### src/hw/rtl/calendar_date_arithmetic_unit_defines.svh
// assertion macros for the calendar date arithmetic unit
`ifndef CALENDAR_DATE_ARITHMETIC_UNIT_DEFINES_SVH
`define CALENDAR_DATE_ARITHMETIC_UNIT_DEFINES_SVH

`ifndef SYNTHESIS

// same-cycle implication, off during reset
`define CDAU_ASSERT_IMPL(name, clk, rstn, ante, cons, msg) \
  name: assert property (@(posedge clk) disable iff (!(rstn)) (ante) |-> (cons)) \
    else $error(msg);

// next-cycle implication, off during reset
`define CDAU_ASSERT_NEXT(name, clk, rstn, ante, cons, msg) \
  name: assert property (@(posedge clk) disable iff (!(rstn)) (ante) |=> (cons)) \
    else $error(msg);

`else

`define CDAU_ASSERT_IMPL(name, clk, rstn, ante, cons, msg)
`define CDAU_ASSERT_NEXT(name, clk, rstn, ante, cons, msg)

`endif

`endif

### src/hw/rtl/cdau_pkg.sv
// types, constants, microcode table and calendar helpers
`default_nettype none

package cdau_pkg;

  localparam int MAX_OFFSET_DEF = 4095;
  localparam int MAX_YEAR_DEF   = 9999;
  localparam int YEAR_CAP       = 16383;

  localparam logic [21:0] DIFF_MAX = 22'h3FFFFF;

  localparam int ADDR_W = 5;

  // mode codes
  localparam logic [1:0] MODE_LOAD = 2'd0;
  localparam logic [1:0] MODE_ADD  = 2'd1;
  localparam logic [1:0] MODE_SUB  = 2'd2;
  localparam logic [1:0] MODE_CMP  = 2'd3;

  // order codes
  localparam logic [1:0] ORD_EQ      = 2'd0;
  localparam logic [1:0] ORD_EARLIER = 2'd1;
  localparam logic [1:0] ORD_LATER   = 2'd2;

  // microcode addresses
  localparam logic [ADDR_W-1:0] UA_IDLE     = 5'd0;
  localparam logic [ADDR_W-1:0] UA_LD_Q     = 5'd1;
  localparam logic [ADDR_W-1:0] UA_LD_REM   = 5'd2;
  localparam logic [ADDR_W-1:0] UA_LD_CHK   = 5'd3;
  localparam logic [ADDR_W-1:0] UA_ADD_INIT = 5'd4;
  localparam logic [ADDR_W-1:0] UA_ADD_STEP = 5'd5;
  localparam logic [ADDR_W-1:0] UA_ADD_DONE = 5'd6;
  localparam logic [ADDR_W-1:0] UA_SUB_INIT = 5'd7;
  localparam logic [ADDR_W-1:0] UA_SUB_STEP = 5'd8;
  localparam logic [ADDR_W-1:0] UA_SUB_DONE = 5'd9;
  localparam logic [ADDR_W-1:0] UA_A_INIT   = 5'd10;
  localparam logic [ADDR_W-1:0] UA_A_MUL    = 5'd11;
  localparam logic [ADDR_W-1:0] UA_A_Q100   = 5'd12;
  localparam logic [ADDR_W-1:0] UA_A_Q400   = 5'd13;
  localparam logic [ADDR_W-1:0] UA_A_ADDQ   = 5'd14;
  localparam logic [ADDR_W-1:0] UA_B_INIT   = 5'd15;
  localparam logic [ADDR_W-1:0] UA_B_MUL    = 5'd16;
  localparam logic [ADDR_W-1:0] UA_B_Q100   = 5'd17;
  localparam logic [ADDR_W-1:0] UA_B_Q400   = 5'd18;
  localparam logic [ADDR_W-1:0] UA_B_ADDQ   = 5'd19;
  localparam logic [ADDR_W-1:0] UA_DIFF     = 5'd20;
  localparam logic [ADDR_W-1:0] UA_OUT      = 5'd21;
  localparam logic [ADDR_W-1:0] UA_RET      = 5'd22;

  typedef enum logic [3:0] {
    OP_NOP, OP_LD_Q, OP_LD_REM, OP_LD_CHK,
    OP_ADD_INIT, OP_ADD_STEP, OP_SUB_INIT, OP_SUB_STEP,
    OP_COMMIT, OP_RD_INIT, OP_RD_MUL, OP_RD_Q100,
    OP_RD_Q400, OP_RD_ADDQ, OP_DIFF, OP_OUT
  } uop_t;

  typedef enum logic [2:0] {
    COND_NEVER, COND_ALWAYS, COND_ADD_MORE, COND_SUB_MORE, COND_BUSY
  } cond_t;

  typedef struct packed {
    uop_t              op;
    cond_t             cond;
    logic [ADDR_W-1:0] target;
    logic              sel_arg;
  } ctrl_t;

  typedef struct packed {
    logic [1:0]  mode;
    logic [11:0] day_count;
    logic [4:0]  arg_day;
    logic [3:0]  arg_month;
    logic [13:0] arg_year;
  } in_word_t;

  typedef struct packed {
    logic [4:0]  day;
    logic [3:0]  month;
    logic [13:0] year;
    logic [21:0] day_difference;
    logic [1:0]  order;
    logic        error;
  } out_word_t;

  function automatic ctrl_t uc_word(input logic [ADDR_W-1:0] addr);
    ctrl_t w;
    w = '{op: OP_NOP, cond: COND_NEVER, target: UA_IDLE, sel_arg: 1'b0};
    unique case (addr)
      UA_IDLE:     w.op = OP_NOP;
      UA_LD_Q:     w.op = OP_LD_Q;
      UA_LD_REM:   w.op = OP_LD_REM;
      UA_LD_CHK:   w = '{op: OP_LD_CHK, cond: COND_ALWAYS, target: UA_OUT, sel_arg: 1'b0};
      UA_ADD_INIT: w.op = OP_ADD_INIT;
      UA_ADD_STEP: w = '{op: OP_ADD_STEP, cond: COND_ADD_MORE, target: UA_ADD_STEP,
                         sel_arg: 1'b0};
      UA_ADD_DONE: w = '{op: OP_COMMIT, cond: COND_ALWAYS, target: UA_OUT, sel_arg: 1'b0};
      UA_SUB_INIT: w.op = OP_SUB_INIT;
      UA_SUB_STEP: w = '{op: OP_SUB_STEP, cond: COND_SUB_MORE, target: UA_SUB_STEP,
                         sel_arg: 1'b0};
      UA_SUB_DONE: w = '{op: OP_COMMIT, cond: COND_ALWAYS, target: UA_OUT, sel_arg: 1'b0};
      UA_A_INIT:   w.op = OP_RD_INIT;
      UA_A_MUL:    w.op = OP_RD_MUL;
      UA_A_Q100:   w.op = OP_RD_Q100;
      UA_A_Q400:   w.op = OP_RD_Q400;
      UA_A_ADDQ:   w.op = OP_RD_ADDQ;
      UA_B_INIT:   w = '{op: OP_RD_INIT, cond: COND_NEVER, target: UA_IDLE, sel_arg: 1'b1};
      UA_B_MUL:    w.op = OP_RD_MUL;
      UA_B_Q100:   w.op = OP_RD_Q100;
      UA_B_Q400:   w.op = OP_RD_Q400;
      UA_B_ADDQ:   w.op = OP_RD_ADDQ;
      UA_DIFF:     w.op = OP_DIFF;
      UA_OUT:      w = '{op: OP_OUT, cond: COND_BUSY, target: UA_OUT, sel_arg: 1'b0};
      UA_RET:      w = '{op: OP_NOP, cond: COND_ALWAYS, target: UA_IDLE, sel_arg: 1'b0};
      default:     w = '{op: OP_NOP, cond: COND_ALWAYS, target: UA_IDLE, sel_arg: 1'b0};
    endcase
    return w;
  endfunction

  function automatic logic [ADDR_W-1:0] mode_entry(input logic [1:0] mode);
    logic [ADDR_W-1:0] a;
    unique case (mode)
      MODE_LOAD: a = UA_LD_Q;
      MODE_ADD:  a = UA_ADD_INIT;
      MODE_SUB:  a = UA_SUB_INIT;
      MODE_CMP:  a = UA_A_INIT;
      default:   a = UA_IDLE;
    endcase
    return a;
  endfunction

  // leap test from year mod 400
  function automatic logic is_leap(input logic [8:0] r400);
    return (r400[1:0] == 2'd0) && (r400 != 9'd100) && (r400 != 9'd200) &&
           (r400 != 9'd300);
  endfunction

  function automatic logic [4:0] days_in(input logic [3:0] m, input logic leap);
    logic [4:0] n;
    unique case (m)
      4'd2:                      n = leap ? 5'd29 : 5'd28;
      4'd4, 4'd6, 4'd9, 4'd11:   n = 5'd30;
      default:                   n = 5'd31;
    endcase
    return n;
  endfunction

  // (153*m - 457)/5 with january and february counted as months 13 and 14
  function automatic logic [8:0] month_term(input logic [3:0] m);
    logic [8:0] t;
    unique case (m)
      4'd0:    t = 9'd275;
      4'd1:    t = 9'd306;
      4'd2:    t = 9'd337;
      4'd3:    t = 9'd0;
      4'd4:    t = 9'd31;
      4'd5:    t = 9'd61;
      4'd6:    t = 9'd92;
      4'd7:    t = 9'd122;
      4'd8:    t = 9'd153;
      4'd9:    t = 9'd184;
      4'd10:   t = 9'd214;
      4'd11:   t = 9'd245;
      4'd12:   t = 9'd275;
      4'd13:   t = 9'd306;
      4'd14:   t = 9'd337;
      4'd15:   t = 9'd367;
      default: t = 9'd0;
    endcase
    return t;
  endfunction

  // x/25 by reciprocal, exact for x below 4681
  function automatic logic [7:0] q25(input logic [11:0] x);
    logic [23:0] p;
    p = 24'(x) * 24'd2622;
    return p[23:16];
  endfunction

endpackage

`default_nettype wire

### src/hw/rtl/cdau_if.sv
// valid/ready channel interfaces for input and result words
`default_nettype none

interface cdau_in_if import cdau_pkg::*; ();
  logic     valid;
  logic     ready;
  in_word_t data;

  modport source (output valid, output data, input ready);
  modport sink (input valid, input data, output ready);
endinterface

interface cdau_out_if import cdau_pkg::*; ();
  logic      valid;
  logic      ready;
  out_word_t data;

  modport source (output valid, output data, input ready);
  modport sink (input valid, input data, output ready);
endinterface

`default_nettype wire

### src/hw/rtl/calendar_date_arithmetic_unit.sv
// calendar date register with day add/subtract and day difference, microcoded
//
//   channel   dir  handshake     word
//   in_chan   in   valid/ready   mode, day_count, arg_day, arg_month, arg_year
//   out_chan  out  valid/ready   day, month, year, day_difference, order, error
//
// one word at a time; in_chan.ready is high only while the sequencer idles
// load and compare run straight-line microcode; add/subtract steps one month at
// a time through the month-step loop of the shared datapath
// the result sits in an output register; a stalled out_chan holds the sequencer
// synchronous active-low reset sets the date to 0001-01-01, no clearing pass
`default_nettype none
`include "calendar_date_arithmetic_unit_defines.svh"

module calendar_date_arithmetic_unit import cdau_pkg::*; #(
  parameter int MAX_OFFSET = MAX_OFFSET_DEF,
  parameter int MAX_YEAR   = MAX_YEAR_DEF
) (
  input  logic        clk,
  input  logic        rst_n,
  cdau_in_if.sink     in_chan,
  cdau_out_if.source  out_chan
);

  localparam int          YEAR_LIMIT = (MAX_YEAR < YEAR_CAP) ? MAX_YEAR : YEAR_CAP;
  localparam logic [13:0] YEAR_MAX   = 14'(YEAR_LIMIT);
  localparam logic [16:0] OFFSET_LIM = 17'(MAX_OFFSET);

  logic [ADDR_W-1:0]  pc_r, pc_nxt;
  logic [4:0]         cur_day_r, cur_day_nxt;
  logic [3:0]         cur_month_r, cur_month_nxt;
  logic [13:0]        cur_year_r, cur_year_nxt;
  logic [8:0]         cur_r400_r, cur_r400_nxt;
  in_word_t           arg_r, arg_nxt;
  logic signed [13:0] d_r, d_nxt;
  logic [3:0]         m_r, m_nxt;
  logic [13:0]        y_r, y_nxt;
  logic [8:0]         r_r, r_nxt;
  logic signed [14:0] ys_r, ys_nxt;
  logic signed [23:0] acc_r, acc_nxt;
  logic signed [23:0] rda_r, rda_nxt;
  logic [7:0]         q_r, q_nxt;
  logic               err_r, err_nxt;
  logic [21:0]        diff_r, diff_nxt;
  logic [1:0]         order_r, order_nxt;
  logic               out_valid_r, out_valid_nxt;
  out_word_t          out_word_r, out_word_nxt;

  ctrl_t              uc;
  logic               in_acc;
  logic               out_busy;
  logic               cond_hit;
  logic [11:0]        cnt_sat;
  logic [4:0]         dim_w;
  logic               add_need, add_ovf;
  logic               sub_need, sub_ovf;
  logic [3:0]         sub_m;
  logic [8:0]         sub_r;
  logic [4:0]         sub_dim;
  logic [8:0]         r_inc;
  logic [13:0]        ysp;
  logic [11:0]        q_in;
  logic [7:0]         q_out;
  logic [16:0]        rem_prod, rem_w;
  logic               ld_ok;
  logic [4:0]         dsel;
  logic [3:0]         msel;
  logic [13:0]        ysel;
  logic signed [14:0] yadj;
  logic signed [23:0] acc_init;
  logic signed [23:0] mul365;
  logic signed [23:0] dif;
  logic [23:0]        absd;

  assign uc       = uc_word(pc_r);
  assign in_chan.ready = (pc_r == UA_IDLE);
  assign in_acc   = in_chan.valid && in_chan.ready;
  assign out_busy = out_valid_r && !out_chan.ready;

  assign out_chan.valid = out_valid_r;
  assign out_chan.data  = out_word_r;

  assign cnt_sat = ({5'd0, in_chan.data.day_count} > OFFSET_LIM) ? OFFSET_LIM[11:0]
                                                                 : in_chan.data.day_count;

  // month stepping
  assign dim_w    = days_in(m_r, is_leap(r_r));
  assign add_need = d_r > $signed({9'd0, dim_w});
  assign add_ovf  = add_need && (m_r == 4'd12) && (y_r == YEAR_MAX);
  assign r_inc    = (r_r == 9'd399) ? 9'd0 : r_r + 9'd1;
  assign sub_need = d_r < 14'sd1;
  assign sub_ovf  = sub_need && (m_r == 4'd1) && (y_r <= 14'd1);
  assign sub_m    = (m_r == 4'd1) ? 4'd12 : m_r - 4'd1;
  assign sub_r    = (m_r != 4'd1) ? r_r : ((r_r == 9'd0) ? 9'd399 : r_r - 9'd1);
  assign sub_dim  = days_in(sub_m, is_leap(sub_r));

  // shared divide-by-25 unit
  assign ysp = ys_r[14] ? 14'd0 : ys_r[13:0];
  always_comb begin
    unique case (uc.op)
      OP_LD_Q:    q_in = {2'd0, arg_r.arg_year[13:4]};
      OP_RD_Q100: q_in = ysp[13:2];
      OP_RD_Q400: q_in = {2'd0, ysp[13:4]};
      default:    q_in = 12'd0;
    endcase
  end
  assign q_out = q25(q_in);

  // load check
  assign rem_prod = 17'(q_r) * 17'd400;
  assign rem_w    = {3'd0, arg_r.arg_year} - rem_prod;
  assign ld_ok = (arg_r.arg_month >= 4'd1) && (arg_r.arg_month <= 4'd12) &&
                 (arg_r.arg_year >= 14'd1) && (arg_r.arg_year <= YEAR_MAX) &&
                 (arg_r.arg_day >= 5'd1) &&
                 (arg_r.arg_day <= days_in(arg_r.arg_month, is_leap(r_r)));

  // day number terms
  assign dsel     = uc.sel_arg ? arg_r.arg_day : cur_day_r;
  assign msel     = uc.sel_arg ? arg_r.arg_month : cur_month_r;
  assign ysel     = uc.sel_arg ? arg_r.arg_year : cur_year_r;
  assign yadj     = $signed({1'b0, ysel}) - $signed({14'd0, (msel < 4'd3)});
  assign acc_init = $signed({15'd0, month_term(msel)}) + $signed({19'd0, dsel}) - 24'sd306;
  assign mul365   = $signed({{9{ys_r[14]}}, ys_r}) * 24'sd365;
  assign dif      = rda_r - acc_r;
  assign absd     = dif[23] ? 24'(-dif) : 24'(dif);

  always_comb begin
    unique case (uc.cond)
      COND_NEVER:    cond_hit = 1'b0;
      COND_ALWAYS:   cond_hit = 1'b1;
      COND_ADD_MORE: cond_hit = add_need && !add_ovf;
      COND_SUB_MORE: cond_hit = sub_need && !sub_ovf;
      COND_BUSY:     cond_hit = out_busy;
      default:       cond_hit = 1'b0;
    endcase
  end

  always_comb begin
    pc_nxt        = pc_r;
    cur_day_nxt   = cur_day_r;
    cur_month_nxt = cur_month_r;
    cur_year_nxt  = cur_year_r;
    cur_r400_nxt  = cur_r400_r;
    arg_nxt       = arg_r;
    d_nxt         = d_r;
    m_nxt         = m_r;
    y_nxt         = y_r;
    r_nxt         = r_r;
    ys_nxt        = ys_r;
    acc_nxt       = acc_r;
    rda_nxt       = rda_r;
    q_nxt         = q_r;
    err_nxt       = err_r;
    diff_nxt      = diff_r;
    order_nxt     = order_r;
    out_word_nxt  = out_word_r;
    out_valid_nxt = out_valid_r && !out_chan.ready;

    if (pc_r == UA_IDLE) begin
      if (in_acc) begin
        arg_nxt           = in_chan.data;
        arg_nxt.day_count = cnt_sat;
        err_nxt           = 1'b0;
        diff_nxt          = 22'd0;
        order_nxt         = ORD_EQ;
        pc_nxt            = mode_entry(in_chan.data.mode);
      end
    end else begin
      pc_nxt = cond_hit ? uc.target : pc_r + 5'd1;
    end

    unique case (uc.op)
      OP_NOP: begin
      end
      OP_LD_Q: begin
        q_nxt = q_out;
      end
      OP_LD_REM: begin
        r_nxt = rem_w[8:0];
      end
      OP_LD_CHK: begin
        if (ld_ok) begin
          cur_day_nxt   = arg_r.arg_day;
          cur_month_nxt = arg_r.arg_month;
          cur_year_nxt  = arg_r.arg_year;
          cur_r400_nxt  = r_r;
        end else begin
          err_nxt = 1'b1;
        end
      end
      OP_ADD_INIT: begin
        d_nxt = $signed({9'd0, cur_day_r}) + $signed({2'd0, arg_r.day_count});
        m_nxt = cur_month_r;
        y_nxt = cur_year_r;
        r_nxt = cur_r400_r;
      end
      OP_ADD_STEP: begin
        if (add_ovf) begin
          err_nxt = 1'b1;
        end else if (add_need) begin
          d_nxt = d_r - $signed({9'd0, dim_w});
          if (m_r == 4'd12) begin
            m_nxt = 4'd1;
            y_nxt = y_r + 14'd1;
            r_nxt = r_inc;
          end else begin
            m_nxt = m_r + 4'd1;
          end
        end
      end
      OP_SUB_INIT: begin
        d_nxt = $signed({9'd0, cur_day_r}) - $signed({2'd0, arg_r.day_count});
        m_nxt = cur_month_r;
        y_nxt = cur_year_r;
        r_nxt = cur_r400_r;
      end
      OP_SUB_STEP: begin
        if (sub_ovf) begin
          err_nxt = 1'b1;
        end else if (sub_need) begin
          d_nxt = d_r + $signed({9'd0, sub_dim});
          m_nxt = sub_m;
          r_nxt = sub_r;
          y_nxt = (m_r == 4'd1) ? y_r - 14'd1 : y_r;
        end
      end
      OP_COMMIT: begin
        if (!err_r) begin
          cur_day_nxt   = d_r[4:0];
          cur_month_nxt = m_r;
          cur_year_nxt  = y_r;
          cur_r400_nxt  = r_r;
        end
      end
      OP_RD_INIT: begin
        ys_nxt  = yadj;
        acc_nxt = acc_init;
        if (uc.sel_arg) begin
          rda_nxt = acc_r;
        end
      end
      OP_RD_MUL: begin
        acc_nxt = acc_r + mul365 + $signed({12'd0, ysp[13:2]});
      end
      OP_RD_Q100: begin
        q_nxt = q_out;
      end
      OP_RD_Q400: begin
        acc_nxt = acc_r - $signed({16'd0, q_r});
        q_nxt   = q_out;
      end
      OP_RD_ADDQ: begin
        acc_nxt = acc_r + $signed({16'd0, q_r});
      end
      OP_DIFF: begin
        diff_nxt = (absd > {2'd0, DIFF_MAX}) ? DIFF_MAX : absd[21:0];
        if (rda_r == acc_r) begin
          order_nxt = ORD_EQ;
        end else if (rda_r < acc_r) begin
          order_nxt = ORD_EARLIER;
        end else begin
          order_nxt = ORD_LATER;
        end
      end
      OP_OUT: begin
        if (!out_busy) begin
          out_valid_nxt = 1'b1;
          out_word_nxt  = '{day: cur_day_r, month: cur_month_r, year: cur_year_r,
                            day_difference: diff_r, order: order_r, error: err_r};
        end
      end
      default: begin
      end
    endcase
  end

  always_ff @(posedge clk) begin
    if (!rst_n) begin
      pc_r        <= UA_IDLE;
      cur_day_r   <= 5'd1;
      cur_month_r <= 4'd1;
      cur_year_r  <= 14'd1;
      cur_r400_r  <= 9'd1;
      out_valid_r <= 1'b0;
    end else begin
      pc_r        <= pc_nxt;
      cur_day_r   <= cur_day_nxt;
      cur_month_r <= cur_month_nxt;
      cur_year_r  <= cur_year_nxt;
      cur_r400_r  <= cur_r400_nxt;
      out_valid_r <= out_valid_nxt;
    end
  end

  always_ff @(posedge clk) begin
    arg_r      <= arg_nxt;
    d_r        <= d_nxt;
    m_r        <= m_nxt;
    y_r        <= y_nxt;
    r_r        <= r_nxt;
    ys_r       <= ys_nxt;
    acc_r      <= acc_nxt;
    rda_r      <= rda_nxt;
    q_r        <= q_nxt;
    err_r      <= err_nxt;
    diff_r     <= diff_nxt;
    order_r    <= order_nxt;
    out_word_r <= out_word_nxt;
  end

  `CDAU_ASSERT_NEXT(a_busy_after_accept, clk, rst_n, in_acc, pc_r != UA_IDLE,
                    "sequencer idle after accept")
  `CDAU_ASSERT_NEXT(a_result_from_out_step, clk, rst_n, uc.op != OP_OUT,
                    !$rose(out_valid_r), "result word without output step")
  `CDAU_ASSERT_IMPL(a_date_valid, clk, rst_n, 1'b1,
                    (cur_month_r >= 4'd1) && (cur_month_r <= 4'd12) &&
                    (cur_day_r != 5'd0) &&
                    (cur_day_r <= days_in(cur_month_r, is_leap(cur_r400_r))) &&
                    (cur_year_r != 14'd0) && (cur_year_r <= YEAR_MAX),
                    "stored date out of range")
  `CDAU_ASSERT_IMPL(a_error_clean, clk, rst_n, out_valid_r && out_word_r.error,
                    (out_word_r.order == ORD_EQ) && (out_word_r.day_difference == 22'd0),
                    "error word carries compare fields")

endmodule

`default_nettype wire
### src/flat_wrapper.sv
// flat-port wrapper written by rule: the top's interface ports become plain ports
module calendar_date_arithmetic_unit_flat import cdau_pkg::*;
#(
  parameter int MAX_OFFSET = MAX_OFFSET_DEF,
  parameter int MAX_YEAR   = MAX_YEAR_DEF
)
  (clk, rst_n, in_chan_valid, in_chan_data, in_chan_ready, out_chan_valid, out_chan_data, out_chan_ready);
  cdau_in_if in_chan_i ();
  cdau_out_if out_chan_i ();
  input  logic clk;
  input  logic rst_n;
  input wire logic [$bits(in_chan_i.valid)-1:0] in_chan_valid;
  input wire logic [$bits(in_chan_i.data)-1:0] in_chan_data;
  output wire logic [$bits(in_chan_i.ready)-1:0] in_chan_ready;
  output wire logic [$bits(out_chan_i.valid)-1:0] out_chan_valid;
  output wire logic [$bits(out_chan_i.data)-1:0] out_chan_data;
  input wire logic [$bits(out_chan_i.ready)-1:0] out_chan_ready;
  assign in_chan_i.valid = in_chan_valid;
  assign in_chan_i.data = in_chan_data;
  assign in_chan_ready = in_chan_i.ready;
  assign out_chan_valid = out_chan_i.valid;
  assign out_chan_data = out_chan_i.data;
  assign out_chan_i.ready = out_chan_ready;
  calendar_date_arithmetic_unit #(.MAX_OFFSET(MAX_OFFSET), .MAX_YEAR(MAX_YEAR)) u_core (.clk(clk), .rst_n(rst_n), .in_chan(in_chan_i), .out_chan(out_chan_i));
endmodule
### config.mk
export PLATFORM = sky130hd
export DESIGN_NAME = calendar_date_arithmetic_unit_flat
export DESIGN_NICKNAME = d
export VERILOG_FILES = /design/src/hw/rtl/cdau_pkg.sv /design/src/hw/rtl/cdau_if.sv /design/src/hw/rtl/calendar_date_arithmetic_unit.sv /design/src/flat_wrapper.sv
export VERILOG_INCLUDE_DIRS = /design/src /design/src/hw/rtl
export SDC_FILE = /design/constraint.sdc
export NUM_CORES = 1
export LEC_CHECK = 0
export BUFFER_PORTS_ARGS = -buffer_cell sky130_fd_sc_hd__buf_2
export CAP_MARGIN = 20
export CORE_ASPECT_RATIO = 0.7
export CORE_MARGIN = 2
export CORE_UTILIZATION = 55
export DETAILED_ROUTE_END_ITERATION = 8
export PLACE_DENSITY = 0.76
export SYNTH_ARGS = -nofsm -noshare
export SYNTH_HDL_FRONTEND = slang
export SYNTH_SLANG_ARGS = --single-unit
### constraint.sdc
create_clock -name clk -period 22 [get_ports clk]
set_input_delay 2.2 -clock clk [delete_from_list [all_inputs] [get_ports clk]]
set_output_delay 2.2 -clock clk [all_outputs]
set_load 0.005 [all_outputs]
==> implementation parameters <==
Parameter                              Value

GRT
  Global-route wire length before repair ... 104300 um
  Via count of the first global-routing pass ... 19157
  Largest net degree at the start of global routing ... 55
  Number of antenna violations at the first check in global routing ... 0
  Residual overflow from global routing ... 0
  Total routing resource utilization after global routing ... 0.2800

Route
  DRC violation total after the first TritonRoute iteration ... 1822
  Average wire per cell in the routed design ... between 15 and 20 um
  Number of remaining DRC errors ... 0
  Number of nets with antenna violations after detailed routing ... 0
  Total routed wirelength ... 64320 um
  Count of TritonRoute iterations in the first routing pass ... 6
  Number of vias per cell ... 6.047
  Vias post-DR ... 19525

Placed design
  Count of buffers inserted at the top-level ports ... 90
  GPL Wtd Cong ... 0.9359
  Detail Placement HPWL ... roughly 50000 um

STA
  Setup TNS ... 0 ns
  Relative max-transition margin ... 0.3580
  Final setup violating endpoints ... 0
  Achievable Freq ... 108.5 MHz
  RSZ-0062 raised after global routing ... no
  Final-report hold violation count ... 0
  Clk_skew ... 0.03108 ns
  Final slew viol count ... 0
  Final critical delay including setup and external delays ... 9.217 ns
  Worst Tran Pin Value ... 0.9562 ns
  Share of the cycle needed by the critical path after routing ... 0.4189

Logic synthesis
  Synthesized instance count ... 2566
  Cell type contributing the most total cell area after synthesis ... sky130_fd_sc_hd__edfxtp_1
  Number of synthesized flops with an enable pin ... 219
  Cell area after synthesis ... 24320 um^2
  Most frequent cells after synthesis ... sky130_fd_sc_hd__inv_1, sky130_fd_sc_hd__ha_1, sky130_fd_sc_hd__edfxtp_1
  Area share of the leading cell type in the synthesized netlist ... 0.2704
  Syn Area/Cell ... ~9.5 um^2
  Sequential element share of the synthesized area ... 0.3025
  Number of flip-flops and latches in the synthesized netlist ... around 260
  Dominant register cell in the synthesized netlist ... sky130_fd_sc_hd__edfxtp_1
  Most frequent cell after synthesis ... sky130_fd_sc_hd__inv_1
  YS warnings ... 0
  Syn Nets ... 3013
  Count of unique library cells instantiated by Yosys ... 83
  Leading post-synthesis cells by cell area ... sky130_fd_sc_hd__edfxtp_1, sky130_fd_sc_hd__ha_1, sky130_fd_sc_hd__fa_1, sky130_fd_sc_hd__inv_1, sky130_fd_sc_hd__xnor2_1
  Share of synthesized registers carrying an async set or reset ... 0

Setup path
  Largest fanout on the critical path ... 54
  Depth of the most critical reg-to-reg path ... 26
  Longest individual stage delay on the worst path ... 0.89 ns
  Critical Path Start Type ... flip-flop
  Critical path arrival ... 9.54 ns
  CP max-delay cell ... sky130_fd_sc_hd__a222oi_1
  Worst setup EP type ... flip-flop
  Cell seen most often among critical-path stages ... sky130_fd_sc_hd__fa_1
  Data required time of the critical path ... 22.32 ns
  Category of the critical setup timing path ... flip-flop to flip-flop

Clock tree
  Skew-Pair Late Insertion Delay ... ~0.60 ns
  CTS Root Buffer Type ... sky130_fd_sc_hd__clkbuf_16
  Clock slew seen by the registers of the worst setup and hold paths ... 0.06 ns
  Sink Count ... 258
  TritonCTS clock tree ... built
  Post-CTS resize count ... 0
  H-tree levels ... 1
  Post-cts hold buffer count ... 0
  Clock buffer count from CTS ... 28
  Longest Clk Path Bufs ... 3
  Buffers inserted during post-CTS setup optimization ... 0

Finish
  Layout cell share with drive strength beyond 1 ... 0.07894
  Sequential cell area in the final layout ... 7357 um^2
  Number of inserted filler cells in the final layout ... 3656
  Utilization of the core after routing ... 0.6030
  Number of nets in the layout ... a little over 3000
  Layout Area Growth over Synthesis ... 8.211%
  Total inserted antenna cells ... 0
  Area of the multi-input gates ... 15370 um^2

Status
  Status ... completed

Die
  Die Y ... 179.9 um
  Number of top-level design ports ... 91
  Initial Utilization ... 0.5573
  Row count ... 64
  Die width ... 255.3 um
  DIE AREA ... 45940 um^2
  Core Region ... 43640 um^2

Min path
  Type of the most critical hold path ... flip-flop to flip-flop
  Hold Path Cell Cnt ... 0

Flow run
  Maximum Capacitance Violations ... 0
-- state kept, by name, indices dropped and copies added, names as in the netlist --
register,flops
u_core.m_r,4
u_core.cur_month_r,4
u_core.cur_day_r,5
u_core.diff_r,22
u_core.r_r,9
u_core.d_r,14
u_core.rda_r,24
u_core.out_chan.valid,1
u_core.cur_r400_r,9
u_core.arg_r,35
u_core.y_r,14
u_core.q_r,8
u_core.acc_r,24
u_core.pc_r,5
u_core.order_r,2
u_core.out_chan.data,48
u_core.err_r,1
u_core.ys_r,15
u_core.cur_year_r,14
-- per-stage QoR --
| stage | cells | setup WS (ns) | hold WS, ns | area, um^2 |
|---|---|---|---|---|
| after floorplan | 2566 | 14.55 | 0.4003 | 24320 |
| after global placement | 3173 | 13.24 | 0.4012 | 25340 |
| after detailed placement | 3173 | 12.90 | 0.4045 | 25340 |
| after CTS | 3225 | 12.85 | 0.4194 | 26270 |
| after global routing | 3229 | 12.22 | 0.4264 | 26320 |
| final | 3229 | 12.78 | 0.4191 | 26320 |
-- worst max-delay path, delay by kind of cell (launching register included) --
kind                     cells  cell delay [ns]
AO/OA/AOI/OAI                8             2.80
XOR/XNOR                     1             0.13
adder cells (fa/ha/maj)      7             2.91
buffers and inverters        5             1.09
flip-flops                   1             0.70
AND/OR/NAND/NOR              5             1.30
-- layout make-up --
cell class	count	area share
clock buffers	31	0.02705
clock inverters	21	0.008320
inverters	333	0.04750
multi-input cells	1876	0.5840
flip-flops and latches	258	0.2796
well taps	594	0.02824
repair buffers	116	0.02529
-- layer usage --
| metal | global-route usage | up-vias | share of wire |
|---|---|---|---|
| li1 | - | 9178 | - |
| met4 | 0.06753 | 0 | 0.025 |
| met3 | 0.03455 | 105 | 0.077 |
| met5 | 0 | - | 0 |
| met1 | 0.4099 | 9477 | 0.45 |
| met2 | 0.4428 | 765 | 0.44 |
-- cell families after synthesis --
family | synth area share
AO/OA/AOI/OAI | 0.1647
XOR/XNOR | 0.06302
adder cells (fa/ha/maj) | 0.2502
buffers and inverters | 0.06760
flip-flops | 0.3025
multiplexers | 0.02691
other | 0.0001542
AND/OR/NAND/NOR | 0.1249
-- cell usage in the layout, fill, tap and decap left out, types with 25 or more instances in the layout --
| cell | count |
|---|---|
| sky130_fd_sc_hd__o221ai_1 | 27 |
| sky130_fd_sc_hd__nor2_1 | 165 |
| sky130_fd_sc_hd__nand3_1 | 47 |
| sky130_fd_sc_hd__edfxtp_1 | 219 |
| sky130_fd_sc_hd__buf_2 | 90 |
| sky130_fd_sc_hd__buf_4 | 25 |
| sky130_fd_sc_hd__nand2_1 | 189 |
| sky130_fd_sc_hd__clkbuf_16 | 28 |
| sky130_fd_sc_hd__mux2i_1 | 53 |
| sky130_fd_sc_hd__o211ai_1 | 27 |
| sky130_fd_sc_hd__a21oi_1 | 145 |
| sky130_fd_sc_hd__nor3_1 | 38 |
| sky130_fd_sc_hd__nor2b_1 | 35 |
| sky130_fd_sc_hd__inv_1 | 331 |
| sky130_fd_sc_hd__dfxtp_1 | 39 |
| sky130_fd_sc_hd__xnor2_1 | 96 |
| sky130_fd_sc_hd__xor2_1 | 79 |
| sky130_fd_sc_hd__ha_1 | 271 |
| sky130_fd_sc_hd__a21o_1 | 50 |
| sky130_fd_sc_hd__fa_1 | 134 |
| sky130_fd_sc_hd__o21ai_0 | 100 |
| sky130_fd_sc_hd__and3_1 | 29 |
-- worst paths after layout --
path / from / end / slack [ns]
worst max-delay path: u_core.pc_r[4]$_SDFFE_PN0P_ / u_core.q_r[6]$_DFFE_PP_ / 12.78
worst min register to register: u_core.diff_r[14]$_SDFFCE_PP0P_ / u_core.out_chan.data[17]$_DFFE_PP_ / 0.42
worst min-delay path: u_core.diff_r[14]$_SDFFCE_PP0P_ / u_core.out_chan.data[17]$_DFFE_PP_ / 0.42
worst max register to register: u_core.pc_r[4]$_SDFFE_PN0P_ / u_core.q_r[6]$_DFFE_PP_ / 12.78
Power is left out: the tool's default activity adds up to more than one toggle a clock period on the data nets, which glitch-free logic cannot reach.
